**config.mk**
```make
export PLATFORM = sky130hd
export DESIGN_NAME = modbus_read_request_framer
export DESIGN_NICKNAME = d
export VERILOG_FILES = /design/src/design/mrf_pkg.sv /design/src/design/mrf_frame_gen.sv /design/src/design/mrf_out_stage.sv /design/src/design/modbus_read_request_framer.sv
export SDC_FILE = /design/constraint.sdc
export NUM_CORES = 1
export LEC_CHECK = 0
export BUFFER_PORTS_ARGS = -buffer_cell sky130_fd_sc_hd__buf_2
export CORE_MARGIN = 5
export CORE_UTILIZATION = 40
export CTS_CLUSTER_DIAMETER = 100
export DETAILED_ROUTE_END_ITERATION = 10
export GPL_ROUTABILITY_DRIVEN = 0
export PLACE_DENSITY = 0.69
export RECOVER_POWER = 25
export SLEW_MARGIN = 20
export SYNTH_ARGS = -nofsm -noshare
export SYNTH_HDL_FRONTEND = slang
export SYNTH_HIERARCHICAL = 1
export SYNTH_SLANG_ARGS = --single-unit
```
**constraint.sdc**
```tcl
create_clock -name clk_i -period 2.5 [get_ports clk_i]
set_input_delay 0.5 -clock clk_i [delete_from_list [all_inputs] [get_ports clk_i]]
set_output_delay 0.5 -clock clk_i [all_outputs]
set_load 0.05 [all_outputs]
```
**src/design/mrf_pkg.sv**
```systemverilog
package mrf_pkg;

  localparam int unsigned FrameLen  = 8;
  localparam int unsigned CrcSpan   = 6;
  localparam logic [15:0] CrcInit   = 16'hFFFF;
  localparam logic [15:0] CrcPoly   = 16'hA001;
  localparam int unsigned ReqWidth  = 48;
  localparam int unsigned IdxWidth  = $clog2(FrameLen);

  localparam logic [IdxWidth-1:0] IdxCrcLow  = IdxWidth'(CrcSpan);
  localparam logic [IdxWidth-1:0] IdxCrcHigh = IdxWidth'(CrcSpan + 1);

  typedef struct packed {
    logic [7:0] data;
    logic       last;
  } frame_beat_t;

  function automatic logic [15:0] crc_table_entry(logic [7:0] idx);
    logic [15:0] c;
    c = {8'h00, idx};
    for (int k = 0; k < 8; k++) begin
      if (c[0]) begin
        c = (c >> 1) ^ CrcPoly;
      end else begin
        c = c >> 1;
      end
    end
    return c;
  endfunction

  function automatic logic [15:0] crc_update(logic [15:0] crc, logic [7:0] data);
    logic [7:0] idx;
    idx = crc[7:0] ^ data;
    return crc_table_entry(idx) ^ {8'h00, crc[15:8]};
  endfunction

endpackage

```
**src/design/mrf_frame_gen.sv**
```systemverilog
module mrf_frame_gen
  import mrf_pkg::*;
(
  input  logic                clk_i,
  input  logic                rst_ni,
  input  logic                req_valid_i,
  output logic                req_ready_o,
  input  logic [ReqWidth-1:0] req_data_i,
  output logic                beat_valid_o,
  input  logic                beat_ready_i,
  output frame_beat_t         beat_o
);

  logic                busy_q, busy_d;
  logic [IdxWidth-1:0] idx_q, idx_d;
  logic [ReqWidth-1:0] frame_q, frame_d;
  logic [15:0]         crc_q, crc_d;
  logic                fire;
  logic                take;
  logic [7:0]          cur_byte;

  assign fire        = busy_q && beat_ready_i;
  assign req_ready_o = !busy_q || (fire && (idx_q == IdxCrcHigh));
  assign take        = req_valid_i && req_ready_o;

  always_comb begin
    case (idx_q)
      IdxCrcLow:  cur_byte = crc_q[7:0];
      IdxCrcHigh: cur_byte = crc_q[15:8];
      default:    cur_byte = frame_q[7:0];
    endcase
  end

  assign beat_valid_o = busy_q;
  assign beat_o.data  = cur_byte;
  assign beat_o.last  = (idx_q == IdxCrcHigh);

  always_comb begin
    busy_d  = busy_q;
    idx_d   = idx_q;
    frame_d = frame_q;
    crc_d   = crc_q;
    if (fire) begin
      idx_d   = idx_q + IdxWidth'(1);
      frame_d = frame_q >> 8;
      if (idx_q < IdxCrcLow) begin
        crc_d = crc_update(crc_q, cur_byte);
      end
      if (idx_q == IdxCrcHigh) begin
        busy_d = 1'b0;
      end
    end
    if (take) begin
      busy_d  = 1'b1;
      idx_d   = '0;
      crc_d   = CrcInit;
      frame_d = {req_data_i[39:32], req_data_i[47:40], req_data_i[23:16],
                 req_data_i[31:24], req_data_i[15:8], req_data_i[7:0]};
    end
  end

  always_ff @(posedge clk_i or negedge rst_ni) begin
    if (!rst_ni) begin
      busy_q <= 1'b0;
      idx_q  <= '0;
    end else begin
      busy_q <= busy_d;
      idx_q  <= idx_d;
    end
  end

  always_ff @(posedge clk_i) begin
    frame_q <= frame_d;
    crc_q   <= crc_d;
  end

endmodule

```
**src/design/mrf_out_stage.sv**
```systemverilog
module mrf_out_stage
  import mrf_pkg::*;
(
  input  logic        clk_i,
  input  logic        rst_ni,
  input  logic        beat_valid_i,
  output logic        beat_ready_o,
  input  frame_beat_t beat_i,
  output logic        valid_o,
  input  logic        ready_i,
  output frame_beat_t beat_o
);

  logic        valid_q, valid_d;
  frame_beat_t beat_q;

  assign beat_ready_o = !valid_q || ready_i;
  assign valid_d      = beat_valid_i || (valid_q && !ready_i);

  always_ff @(posedge clk_i or negedge rst_ni) begin
    if (!rst_ni) begin
      valid_q <= 1'b0;
    end else begin
      valid_q <= valid_d;
    end
  end

  always_ff @(posedge clk_i) begin
    if (beat_valid_i && beat_ready_o) begin
      beat_q <= beat_i;
    end
  end

  assign valid_o = valid_q;
  assign beat_o  = beat_q;

endmodule

```
**src/design/modbus_read_request_framer.sv**
```systemverilog
// Channel   Direction  Transaction
// s_axis    in         one read request: tdata = slave_address, function_code,
//                      register_address, register_count (48 bits)
// m_axis    out        one frame byte: tdata = frame_byte, tlast = last_byte
//
// Each request gives eight output transactions, one per cycle at most; the
// next request is taken in the cycle its predecessor's CRC high byte moves to
// the output register. The CRC is updated by one table lookup per data byte.
// Reset clears the sequencer and the output register; no state is kept between
// requests. A stall on m_axis holds the output register and the sequencer.
module modbus_read_request_framer
  import mrf_pkg::*;
(
  input  logic                clk_i,
  input  logic                rst_ni,
  input  logic                s_axis_tvalid,
  output logic                s_axis_tready,
  // [7:0] slave_address, [15:8] function_code, [31:16] register_address,
  // [47:32] register_count
  input  logic [ReqWidth-1:0] s_axis_tdata,
  output logic                m_axis_tvalid,
  input  logic                m_axis_tready,
  // [7:0] frame_byte
  output logic [7:0]          m_axis_tdata,
  output logic                m_axis_tlast
);

  logic        beat_valid;
  logic        beat_ready;
  frame_beat_t beat;
  frame_beat_t out_beat;

  mrf_frame_gen u_frame_gen (
    .clk_i        (clk_i),
    .rst_ni       (rst_ni),
    .req_valid_i  (s_axis_tvalid),
    .req_ready_o  (s_axis_tready),
    .req_data_i   (s_axis_tdata),
    .beat_valid_o (beat_valid),
    .beat_ready_i (beat_ready),
    .beat_o       (beat)
  );

  mrf_out_stage u_out_stage (
    .clk_i        (clk_i),
    .rst_ni       (rst_ni),
    .beat_valid_i (beat_valid),
    .beat_ready_o (beat_ready),
    .beat_i       (beat),
    .valid_o      (m_axis_tvalid),
    .ready_i      (m_axis_tready),
    .beat_o       (out_beat)
  );

  assign m_axis_tdata = out_beat.data;
  assign m_axis_tlast = out_beat.last;

endmodule

```
* After elaboration in Yosys (flattened, before gate mapping)
Index checks and enable logic that the tools add are counted.
W data, S select, Z words.
** Word-level totals
- Flip-flop bits (word level) :: 78
- Bits of input ports :: 52
- Output and inout bits :: 11
- Logic and storage cells :: 67
** Cells by class
- $add $sub $neg :: 1
- Order comparisons :: 1
- Equal/unequal tests :: 2
- Mux-type cells :: 32
- Bitwise gates (word level) :: 10
- Reduce and logical (&&, ||, !) cells :: 14
** Operators with widths (number)
- $mux W16 :: 24
- $mux W48 :: 2
- $not A2 Y3 :: 7
- $pmux W8 S2 :: 1
- $xor A16 B8 Y16 :: 1
- $xor A8 B8 Y8 :: 1
- $eq A3 B3 Y1 const B :: 2
- $mux W3 :: 2
- $logic_and A1 B1 Y1 :: 4
- $reduce_and A2 Y1 :: 2
- $reduce_bool A2 Y1 :: 2
- $add A3 B1 Y3 const B :: 1
- $logic_not A1 Y1 :: 3
- $logic_or A1 B1 Y1 :: 3
- $lt A3 B3 Y1 const B :: 1
- $mux W1 :: 3
- $not A1 Y3 :: 1

* Longest topological paths before layout
Gate-level depths: netlist (run 1).
- Depth after elaboration :: 36
- Mapped depth :: 12
- Mapped depth without buffers :: 9

* By module
The synthesis (run 1) kept the hierarchy.
** By module, submodules not included
- mrf_frame_gen :: times used 1, cells an instance 359, area each 3362.0 um2, seq. area each 1861.8 um2
- mrf_out_stage :: times used 1, cells an instance 13, area each 324.1 um2, seq. area each 295.3 um2

* Worst setup path before layout (run 1)
No wires, ideal clock.
- Path kind :: register to register
- Start point :: reg u_frame_gen.idx_q[1]
- End point :: reg u_frame_gen.crc_q[0]
- Library setup time :: 84 ps
- Data arrival time :: 2359 ps
- Required time :: 2416 ps
- Path slack :: 56 ps
- Cell stages (with the launch flop) :: 12
- Buffers on the path :: 2
- Period minus slack after synthesis :: 2444 ps
- Path through :: dfrtp_1 > ha_1 > ha_1 > buf_6 > buf_6 > nor3b_1 > a21oi_1 > o22ai_1 > xnor2_1 > xnor3_2 > and2_4 > o31ai_2
** RTL lines
- start, declared :: RTL line mrf_frame_gen.sv:15 : logic [IdxWidth-1:0] idx_q, idx_d;
- start signal, assigned :: RTL line mrf_frame_gen.sv:68 : idx_q <= idx_d;
- end signal, assigned :: RTL line mrf_frame_gen.sv:74 : crc_q <= crc_d;
- end, declared :: RTL line mrf_frame_gen.sv:17 : logic [15:0] crc_q, crc_d;

==> results of run 1 <==
==> layout make-up <==
| type | count | area share [%] |
|---|---|---|
| Sequential cell | 78 | 45.6 |
| Multi-Input combinational cell | 267 | 32.0 |
| Timing Repair Buffer | 98 | 14.6 |
| Tap cell | 111 | 2.94 |
| Clock buffer | 10 | 2.70 |
| Clock inverter | 6 | 1.62 |
| Inverter | 7 | 0.556 |
==> cell families (layout without fill, tap and decap cells) <==
family / count (synthesis) / in the layout
flip-flops: 78 / 78
XOR/XNOR: 12 / 12
adder cells (fa/ha/maj): 3 / 3
AND/OR/NAND/NOR: 207 / 207
multiplexers: 8 / 8
AO/OA/AOI/OAI: 37 / 37
buffers and inverters: 27 / 121
==> how the worst max path moves through the flow <==
| stage | start | to | slack, ns | cells after the start |
|---|---|---|---|---|
| final | u_frame_gen/idx_q[1] | u_frame_gen/crc_q[0] | -0.03 | 11 |
| after global placement | u_frame_gen/idx_q[0] | u_frame_gen/crc_q[0] | 0.008 | 10 |
| after CTS | u_frame_gen/idx_q[0] | u_frame_gen/crc_q[0] | 0.007 | 11 |
| after global routing | u_frame_gen/idx_q[0] | u_frame_gen/crc_q[0] | -0.14 | 10 |
| after detailed placement | u_frame_gen/idx_q[0] | u_frame_gen/crc_q[0] | -0.13 | 10 |
| after floorplan | u_frame_gen/idx_q[1] | u_frame_gen/crc_q[0] | 0.06 | 11 |
==> cells in the mapped netlist (all sizes together), types with 2 or more instances <==
master,instances
inv,7
mux2i,8
xnor2,6
dfxtp,16
nand3,11
ha,3
a21oi,10
edfxtp,57
nor2,4
nand2b,3
o211ai,14
clkbuf,16
nand2,166
o31ai,2
nor3b,7
and2,4
xor2,5
dfrtp,5
o21ai,3
buf,4
o22ai,7
and3,9
==> repair_timing <==
action / 4_1_cts / 5_1_grt
hold endpoints to repair: 5 / 0
setup buffers: 11 / 2
endpoints found under the setup margin: 4 / 4
hold buffers: 1 / 0
pin swaps: 9 / 4
resized for setup: 12 / 12
cloned: 2 / 0
==> placed cells by master (no fill, tap or decap), types with 8 or more instances in the layout <==
cell type	count
sky130_fd_sc_hd__nand2_1	165
sky130_fd_sc_hd__buf_2	57
sky130_fd_sc_hd__edfxtp_1	57
sky130_fd_sc_hd__buf_4	27
sky130_fd_sc_hd__dfxtp_1	16
sky130_fd_sc_hd__o211ai_1	14
sky130_fd_sc_hd__nand3_1	11
sky130_fd_sc_hd__clkbuf_8	9
sky130_fd_sc_hd__and3_1	9
sky130_fd_sc_hd__a21oi_1	9
sky130_fd_sc_hd__mux2i_1	8
==> through the flow <==
step	util [%]	hold WS, ns	power [uW]
floorplan	-	0.204	3540
global placement	46.5	0.327	4020
detailed placement	46.5	0.331	4140
CTS	51.1	0.392	5440
global route	51.9	0.396	5960
finish	51.9	0.411	5590
==> sequential cells by signal (all words and copies together) (netlist names) <==
register and cells:
u_frame_gen/frame_q 48, u_frame_gen/idx_q 3, u_out_stage/valid_o 1, u_frame_gen/crc_q 16, u_out_stage/beat_o 9, u_frame_gen/beat_valid_o 1
==> per-layer routing <==
metal	global-route usage, %	up-vias	wire length (um)
met5	0	-	0
met4	5.74	0	104
met3	4.37	10	470
met2	25.5	90	4200
met1	19.3	1330	3580
li1	-	1438	-
==> critical path, cell delays in order, from the launching register on <==
cell,delay (ns)
sky130_fd_sc_hd__dfrtp_1,0.39
sky130_fd_sc_hd__ha_2,0.20
sky130_fd_sc_hd__ha_4,0.17
sky130_fd_sc_hd__buf_12,0.14
sky130_fd_sc_hd__buf_8,0.13
sky130_fd_sc_hd__mux2i_1,0.17
sky130_fd_sc_hd__a21oi_2,0.08
sky130_fd_sc_hd__o22ai_2,0.14
sky130_fd_sc_hd__xor2_1,0.20
sky130_fd_sc_hd__xnor3_2,0.51
sky130_fd_sc_hd__and2_4,0.17
sky130_fd_sc_hd__o31ai_2,0.16
==> power by group through the flow <==
stage	clock (uW)	combinational (uW)	sequential, uW
detailed placement	0	2060	2070
CTS	1020	2350	2060
global placement	0	1970	2050
global route	1090	2750	2130
finish	996	2510	2080
floorplan	0	1380	2160
==> flow_summary.toml, run 1 <==
[final_layout]
multiInputGateArea_sq_mm = 0.00151
final_cell_area_sq_mm = 0.00473
final_cells = 577
fillCellCount = 807
design.final.nets = 516
area_delta_synth_final_pct = 28.2
share_of_final_layout_standard_cells_stronger_than_drive_strength_1_pct = 28.5
regArea_sq_mm = 0.00216
antenna_cells_inserted = 0

[power_and_ir_drop]
max_ir_drop_vdd_v = 0.000490
combinationalPowerShare_pct = 44.9
relative_contribution_of_sequential_cells_to_total_power_pct = 37.3
power.share.switching_pct = 35.2
cell_internal_pwr_uw = 3620
power_density_mw_per_mm2 = 1180
clkPwrFrac_pct = 17.8
power.leakage_uw = 0.00211
power.net_switching_uw = 1970

[clock_tree]
clockBufferDepth = 2
clock_tree.htree_level_count = 3
tritoncts = "built"
clock_buffers_created_by_tritoncts = 9
clock_root_buffer = "sky130_fd_sc_hd__clkbuf_8"
cts_num_sinks = 78
clock_pin_transition_on_the_worst_setup_and_hold_timing_paths_ns = 0.08
clk-insertion-delay-late_ns = 0.35

[timing]
rsz0062_at_grt = "yes"
slew_viol_final = 0
tightestPinTransition_ns = 0.599
setup_viol = 1
clock_skew_ns = 0.0135
max_slew_margin_vs_limit_pct = 60.3
layout_worst_path_cycle_share_pct = 101
fin_crit_ns = 2.53
hold_viol_final = 0
max_clock_freq_mhz = 395
setup_tns_final_ns = -0.0304
setup_slack_ns = -0.0304

[grt]
grt-ovfl-total = 0
initial_antenna_violation_count = 0
grt_max_degree = 42
first_pass_grt_wire_length_mm = 13.9
grtUsageTotal_pct = 15.5
via_count_of_the_first_global_routing_pass = 2953

[floorplan]
boundaryPins = 63
die_outline_area_sq_mm = 0.0112
start_util_pct = 40.5
fp.coreArea_sq_mm = 0.00911
floorplan.die.width_um = 106
die_height_um = 106
floorplan.rows = 35

[setup_path]
worst_r2r_path_depth = 11
worstReg2RegStart = "u_frame_gen/idx_q[1]"
arrival_ns = 2.79
critical_path.startpoint_type = "flop"
path_max_fanout = 9
critical_path.reg2reg.endpoint = "u_frame_gen/crc_q[0]"
crit_path_end_kind = "flop"
required_ns = 2.76
worst-r2r-setup-slack_ns = -0.03
timing.setup.critical_path_class = "flop to flop"

[drt]
drt_pass1_iterations = 4
wire_per_inst_um = 14.5
vias_per_cell = 4.97
detail_route.drc_violations = 0
drt_first_iter_violations = 144
postRouteWirelength_mm = 8.36
routed-via-count = 2868
drtAntennaViolNets = 0

[synth]
synth_top_cell_area_share_pct = 46.4
yosysWarningCount = 6
synth_cell_type_count = 32
synthFlopType = "sky130_fd_sc_hd__edfxtp_1"
synth-adder-area-share_pct = 1.02
synthSimpleGateAreaFrac_pct = 24.2
post_synthesis_cells = 372
synthXorXnorAreaFrac_pct = 3.26
synth_area_leader_cell = "sky130_fd_sc_hd__edfxtp_1"
dominant_combinational_cell_family_by_area_after_synthesis = "simple AND/OR/NAND/NOR gates"
muxShareOfSynthArea_pct = 2.17
synth_compound_area_share_pct = 7.23
netlist_area_sq_mm = 0.00369
synth-edff-count = 57
synth.area.top_cells = "sky130_fd_sc_hd__edfxtp_1 46%, sky130_fd_sc_hd__nand2_1 17%, sky130_fd_sc_hd__dfxtp_1 8.7%"
synth.yosys.seq_area_share_pct = 58.5
synth.net_count = 427
postSynth.asyncResetShare_pct = 6.41
avgSynthCellArea_sq_um = 9.91
synth_seq_cells = 78

[place]
port_buffers = 62
place_ws_ns = -0.129
placement.cell_area_sq_mm = 0.00423
placed_cells = 545
hpwl_mm = 5.52

[worst_hold_path]
timing.hold.worst_endpoint = "u_frame_gen/frame_q[38]"
hold_depth = 3
worst_hold_startpoint = "s_axis_tdata[46]"
hold_path_class = "input port to flop"

[run]
drv_cap = 0

[status]
violations = "negative setup slack"
status = "finished with violations"
Note: power is estimated with default switching activity, not from simulation.
==> run 2: changes to the inputs <==
--- a/config.mk
+++ b/config.mk
@@ -10,8 +10,7 @@
 export CORE_UTILIZATION = 40
 export CTS_CLUSTER_DIAMETER = 100
 export DETAILED_ROUTE_END_ITERATION = 10
-export GPL_ROUTABILITY_DRIVEN = 0
-export PLACE_DENSITY = 0.69
+export GPL_ROUTABILITY_DRIVEN = 1
 export RECOVER_POWER = 25
 export SLEW_MARGIN = 20
 export SYNTH_ARGS = -nofsm -noshare
==> run 2 against run 1 <==
Compared with the run above:
- the run still ends with negative setup slack left
- register-to-register slack improved by 0.02 ns
- non-clock buffer count shrank 6
- final cell count is 1.0% lower
- power shrank 4.8%
- die area did not move
- routed wire length shrank 1.7%
- critical endpoint unchanged
- largest cell class unchanged
- highest routed layer unchanged
==> flow_summary.toml, run 2 (synthesized netlist as in run 1, its figures left out) <==
[grt]
initial_antenna_violation_count = 0
grt-ovfl-total = 0
first_pass_grt_wire_length_mm = 13.1
met1_use_gr_pct = 18.5
global_route.peak_usage_layer = "met2"
grt_use_met3_pct = 2.73
grt_max_degree = 49
met2_usage_pct = 24.6
via_count_of_the_first_global_routing_pass = 2753
grtUsageTotal_pct = 14.8

[final_layout]
antenna_cells_inserted = 0
area_delta_synth_final_pct = 24.2
final_core_occ_pct = 50.3
design.final.nets = 510
largest_reg_flops = 48
layout_commonest_cell = "sky130_fd_sc_hd__nand2_1"
regArea_sq_mm = 0.00216
share_of_final_layout_standard_cells_stronger_than_drive_strength_1_pct = 25.7
regMostFlops = "u_frame_gen/frame_q"
most-common-layout-cells = "164 x sky130_fd_sc_hd__nand2_1, 57 x sky130_fd_sc_hd__edfxtp_1, 51 x sky130_fd_sc_hd__buf_2"
final_cells = 571
fillCellCount = 865
multiInputGateArea_sq_mm = 0.00147

[place]
port_buffers = 62
hpwl_mm = 5.59
placed_cells = 546
routabilityCongestion = 0.795

[floorplan]
die_height_um = 106
boundaryPins = 63
start_util_pct = 40.5
floorplan.die.width_um = 106
fp.coreArea_sq_mm = 0.00911
die_outline_area_sq_mm = 0.0112
floorplan.rows = 35

[clock_tree]
tritoncts = "built"
cts_num_sinks = 78
clock_root_buffer = "sky130_fd_sc_hd__clkbuf_8"
clock_pin_transition_on_the_worst_setup_and_hold_timing_paths_ns = 0.09
clock_buffers_created_by_tritoncts = 9
clockBufferDepth = 2
clock_tree.htree_level_count = 3
clk-insertion-delay-late_ns = 0.35

[status]
status = "finished with violations"
violations = "negative setup slack"

[timing]
clock_skew_ns = 0.0111
setup_viol = 1
fin_crit_ns = 2.51
setup_slack_ns = -0.00841
slew_viol_final = 0
max_clock_freq_mhz = 399
tightestPinTransition_ns = 0.725
rsz0062_at_grt = "yes"
hold_viol_final = 0
layout_worst_path_cycle_share_pct = 100
max_slew_margin_vs_limit_pct = 51.7
setup_tns_final_ns = -0.00841

[setup_path]
crit_path_end_kind = "flop"
required_ns = 2.77
timing.setup.critical_path_class = "flop to flop"
path_max_fanout = 7
worstReg2RegStart = "u_frame_gen/idx_q[0]"
startpoint = "u_frame_gen/idx_q[0]"
critical_path.startpoint_type = "flop"
arrival_ns = 2.78

[drt]
detail_route.drc_violations = 0
routed-via-count = 2827
wire_per_inst_um = 14.4
drtAntennaViolNets = 0
drt_pass1_iterations = 4
vias_per_cell = 4.95
postRouteWirelength_mm = 8.21
drt_first_iter_violations = 165

[worst_hold_path]
hold_path_class = "input port to flop"
worst_hold_startpoint = "s_axis_tdata[40]"

[run]
drv_cap = 0

[power_and_ir_drop]
power_density_mw_per_mm2 = 1160
max_ir_drop_vdd_v = 0.000570
power.leakage_uw = 0.00201
total_power_consumption_uw = 5320
## run 2: cell type report
class                   instances  area share [%]
flip-flops and latches         78            47.1
clock buffers                   9            2.70
well taps                     111            3.03
clock inverters                 7            1.61
multi-input cells             267            32.1
repair buffers                 92            12.9
inverters                       7           0.574
## run 2: path summary, 6_finish.rpt
check	to	slack, ns	depth (start not counted)
max in group asynchronous	u_frame_gen/idx_q[1]	1.73	2
min reg2reg	u_frame_gen/crc_q[11]	0.51	2
min in group asynchronous	u_out_stage/valid_o	0.54	2
max reg2reg	u_frame_gen/crc_q[0]	-0.008	11
max	u_frame_gen/crc_q[0]	-0.008	11
min	u_frame_gen/frame_q[32]	0.41	3
## run 2: where the power goes
part / total (uW) / switching (uW) / internal [uW]
clock: 957 / 492 / 465
sequential: 2070 / 261 / 1810
combinational: 2300 / 1180 / 1110
total: 5320 / 1940 / 3390
## run 2: critical path, stage by stage, from the launching register on
cell,delay [ns]
sky130_fd_sc_hd__dfrtp_1,0.39
sky130_fd_sc_hd__ha_2,0.20
sky130_fd_sc_hd__ha_4,0.19
sky130_fd_sc_hd__buf_12,0.14
sky130_fd_sc_hd__buf_6,0.13
sky130_fd_sc_hd__nor3b_4,0.17
sky130_fd_sc_hd__a21oi_2,0.05
sky130_fd_sc_hd__o22ai_2,0.16
sky130_fd_sc_hd__xor2_1,0.17
sky130_fd_sc_hd__xnor3_2,0.50
sky130_fd_sc_hd__and2_4,0.17
sky130_fd_sc_hd__o31ai_2,0.16
## run 2: timing repair
action / 4_1_cts / 5_1_grt
setup endpoints to repair: 4 / 6
hold buffers: 1 / 0
cloned: 1 / 0
pin swaps: 6 / 4
resized for setup: 9 / 10
buffers inserted: 6 / 1
endpoints found under the hold margin: 5 / 0
## run 2: per-layer routing
metal,routed length [um],vias up
met4,221,0
met2,4000,72
li1,-,1427
met3,355,18
met1,3630,1310
met5,0,-
## run 2: stage by stage
stage / setup slack [ns] / instance area, sq um / hold slack (ns)
3_5_place_dp: -0.0898 / 4230 / 0.326
6_report: -0.00841 / 4580 / 0.407
4_1_cts: 0.000845 / 4560 / 0.390
2_1_floorplan: 0.0563 / 3690 / 0.204
3_3_place_gp: 0.0229 / 4230 / 0.325
5_1_grt: -0.118 / 4580 / 0.389
==> run 3: changes to the inputs <==
--- a/config.mk
+++ b/config.mk
@@ -11,6 +11,7 @@
 export CTS_CLUSTER_DIAMETER = 100
 export DETAILED_ROUTE_END_ITERATION = 10
 export GPL_ROUTABILITY_DRIVEN = 1
+export GPL_TIMING_DRIVEN = 0
 export RECOVER_POWER = 25
 export SLEW_MARGIN = 20
 export SYNTH_ARGS = -nofsm -noshare
==> run 3 against run 2 <==
Compared with the run above:
- via count rose by 1.0%
- the flow now finishes without violations
- global-route usage shrank 0.14 points
- sequential power about the same
- final cell count grew 1.6%
- highest routed layer unchanged
- register-to-register slack improved by 0.02 ns
- largest power group unchanged
- non-clock buffer count grew 7
- hold slack got worse by 0.00098 ns
- worst setup slack better by 0.023 ns
- routed wire length is 2.7% lower
==> flow_summary.toml, run 3 (synthesized netlist as in run 1, its figures left out) <==
[status]
status = "finished clean"

[clock_tree]
clock_root_buffer = "sky130_fd_sc_hd__clkbuf_8"
clock_tree.htree_level_count = 3
clockBufferDepth = 2
clock_buffers_created_by_tritoncts = 9
clk-insertion-delay-late_ns = 0.35
clock_pin_transition_on_the_worst_setup_and_hold_timing_paths_ns = 0.09
tritoncts = "built"
cts_num_sinks = 78

[floorplan]
die_height_um = 106
fp.coreArea_sq_mm = 0.00911
start_util_pct = 40.5
boundaryPins = 63
floorplan.die.width_um = 106
die_outline_area_sq_mm = 0.0112
floorplan.rows = 35

[place]
port_buffers = 62
placement.cell_area_sq_mm = 0.00416
hpwl_mm = 5.60
routabilityCongestion = 0.828

[final_layout]
largest_reg_flops = 48
design.final.nets = 517
share_of_final_layout_standard_cells_stronger_than_drive_strength_1_pct = 27.6
regMostFlops = "u_frame_gen/frame_q"
layout_commonest_cell = "sky130_fd_sc_hd__nand2_1"
area_delta_synth_final_pct = 25.9
most-common-layout-cells = "165 x sky130_fd_sc_hd__nand2_1, 60 x sky130_fd_sc_hd__buf_2, 57 x sky130_fd_sc_hd__edfxtp_1"
fillCellCount = 852
final_cell_area_sq_mm = 0.00464

[power_and_ir_drop]
max_ir_drop_vdd_v = 0.000655
power_density_mw_per_mm2 = 1130
power.leakage_uw = 0.00206

[timing]
hold_viol_final = 0
max_slew_margin_vs_limit_pct = 54.0
setup_viol = 0
slew_viol_final = 0
fin_worst_hold_slack_ns = 0.406
max_clock_freq_mhz = 402
clock_skew_ns = 0.0124
layout_worst_path_cycle_share_pct = 99.4
rsz0062_at_grt = "yes"
tightestPinTransition_ns = 0.689
fin_crit_ns = 2.49

[setup_path]
worst_r2r_path_depth = 9
worstReg2RegStart = "u_frame_gen/idx_q[1]"
critical_path.startpoint_type = "flop"
crit_path_end_kind = "flop"
arrival_ns = 2.75
critical_path_max_stage_delay_ns = 0.52
critical-path-slowest-cell = "sky130_fd_sc_hd__xnor3_2"
critical_path.reg2reg.endpoint = "u_frame_gen/crc_q[0]"
required_ns = 2.77
timing.setup.critical_path_class = "flop to flop"
path_max_fanout = 7
timing.critical_path.cells = "ha_2 -> ha_4 -> nor2b_2 -> nor4b_4 -> a311oi_4 -> xor2_1 -> xnor3_2 -> and2_4 -> o31ai_2"
worst-r2r-setup-slack_ns = 0.01

[grt]
grtUsageTotal_pct = 14.7
via_count_of_the_first_global_routing_pass = 2760
first_pass_grt_wire_length_mm = 13.0
initial_antenna_violation_count = 0
grt_max_degree = 31
grt-ovfl-total = 0

[worst_hold_path]
hold_path_class = "input port to flop"
hold_depth = 3
timing.hold.worst_endpoint = "u_frame_gen/frame_q[32]"
worst_hold_startpoint = "s_axis_tdata[40]"

[drt]
detail_route.drc_violations = 0
drt_first_iter_violations = 86
drtAntennaViolNets = 0
wire_per_inst_um = 13.8
postRouteWirelength_mm = 7.99
drt_pass1_iterations = 4
routed-via-count = 2856
vias_per_cell = 4.92

[run]
drv_cap = 0
## run 3: worst max-delay path: cells and delay by family (launching register included)
kind            cells  cell delay, ns
flops               1            0.40
simple gates        3            0.40
xor+xnor            2            0.78
fa+ha+maj           2            0.40
compound gates      2            0.42
## run 3: worst max path at each step
stage	start	to	slack, ns	cells past startpoint
3_5_place_dp	u_frame_gen/idx_q[1]	u_frame_gen/crc_q[0]	-0.22	11
4_1_cts	u_frame_gen/idx_q[0]	u_frame_gen/crc_q[0]	0.01	10
2_1_floorplan	u_frame_gen/idx_q[1]	u_frame_gen/crc_q[0]	0.06	11
5_1_grt	u_frame_gen/idx_q[1]	u_frame_gen/crc_q[0]	-0.08	10
3_3_place_gp	m_axis_tready	u_frame_gen/frame_q[4]	-0.18	4
6_report	u_frame_gen/idx_q[1]	u_frame_gen/crc_q[0]	0.01	9
## run 3: area by class of cell
| cell class | instances | area, sq um | share of cell area, % |
|---|---|---|---|
| inverters | 7 | 26.3 | 0.566 |
| flip-flops and latches | 78 | 2160 | 46.5 |
| multi-input cells | 267 | 1480 | 31.9 |
| plain buffers | 18 | 119 | 2.56 |
| clock inverters | 6 | 93.8 | 2.02 |
| clock buffers | 10 | 128 | 2.75 |
| diodes | 2 | 5.00 | 0.108 |
| well taps | 111 | 139 | 2.99 |
| repair buffers | 81 | 492 | 10.6 |
## run 3: what timing repair did
action	CTS	global route
pin swaps	6	9
setup endpoints to repair	54	52
resized for setup	16	22
hold buffers	1	0
hold endpoints to repair	5	0
buffers inserted	4	13
## run 3: stage by stage
step	setup TNS, ns	worst slack, ns	instances	utilization (%)	total power (uW)
4_1_cts	0	0.00969	566	49.3	5140
6_report	0	0.0143	580	50.9	5250
3_5_place_dp	-4.72	-0.221	546	45.7	3940
2_1_floorplan	0	0.0563	372	-	3540
3_3_place_gp	-11.89	-0.178	545	45.4	3880
5_1_grt	-0.134	-0.0830	578	50.9	5610
## run 3: per-layer routing
metal	vias up	global-route usage (%)	routed length (um)
met1	1342	17.7	3510
met2	53	25.5	4010
met5	-	0	0
met3	14	3.16	311
met4	0	5.92	157
li1	1447	-	-
## run 3: where the power goes
part | total, uW | switching (uW) | internal [uW]
logic | 2150 | 1140 | 1010
registers | 2060 | 249 | 1810
clock network | 1050 | 477 | 570
total | 5250 | 1860 | 3390
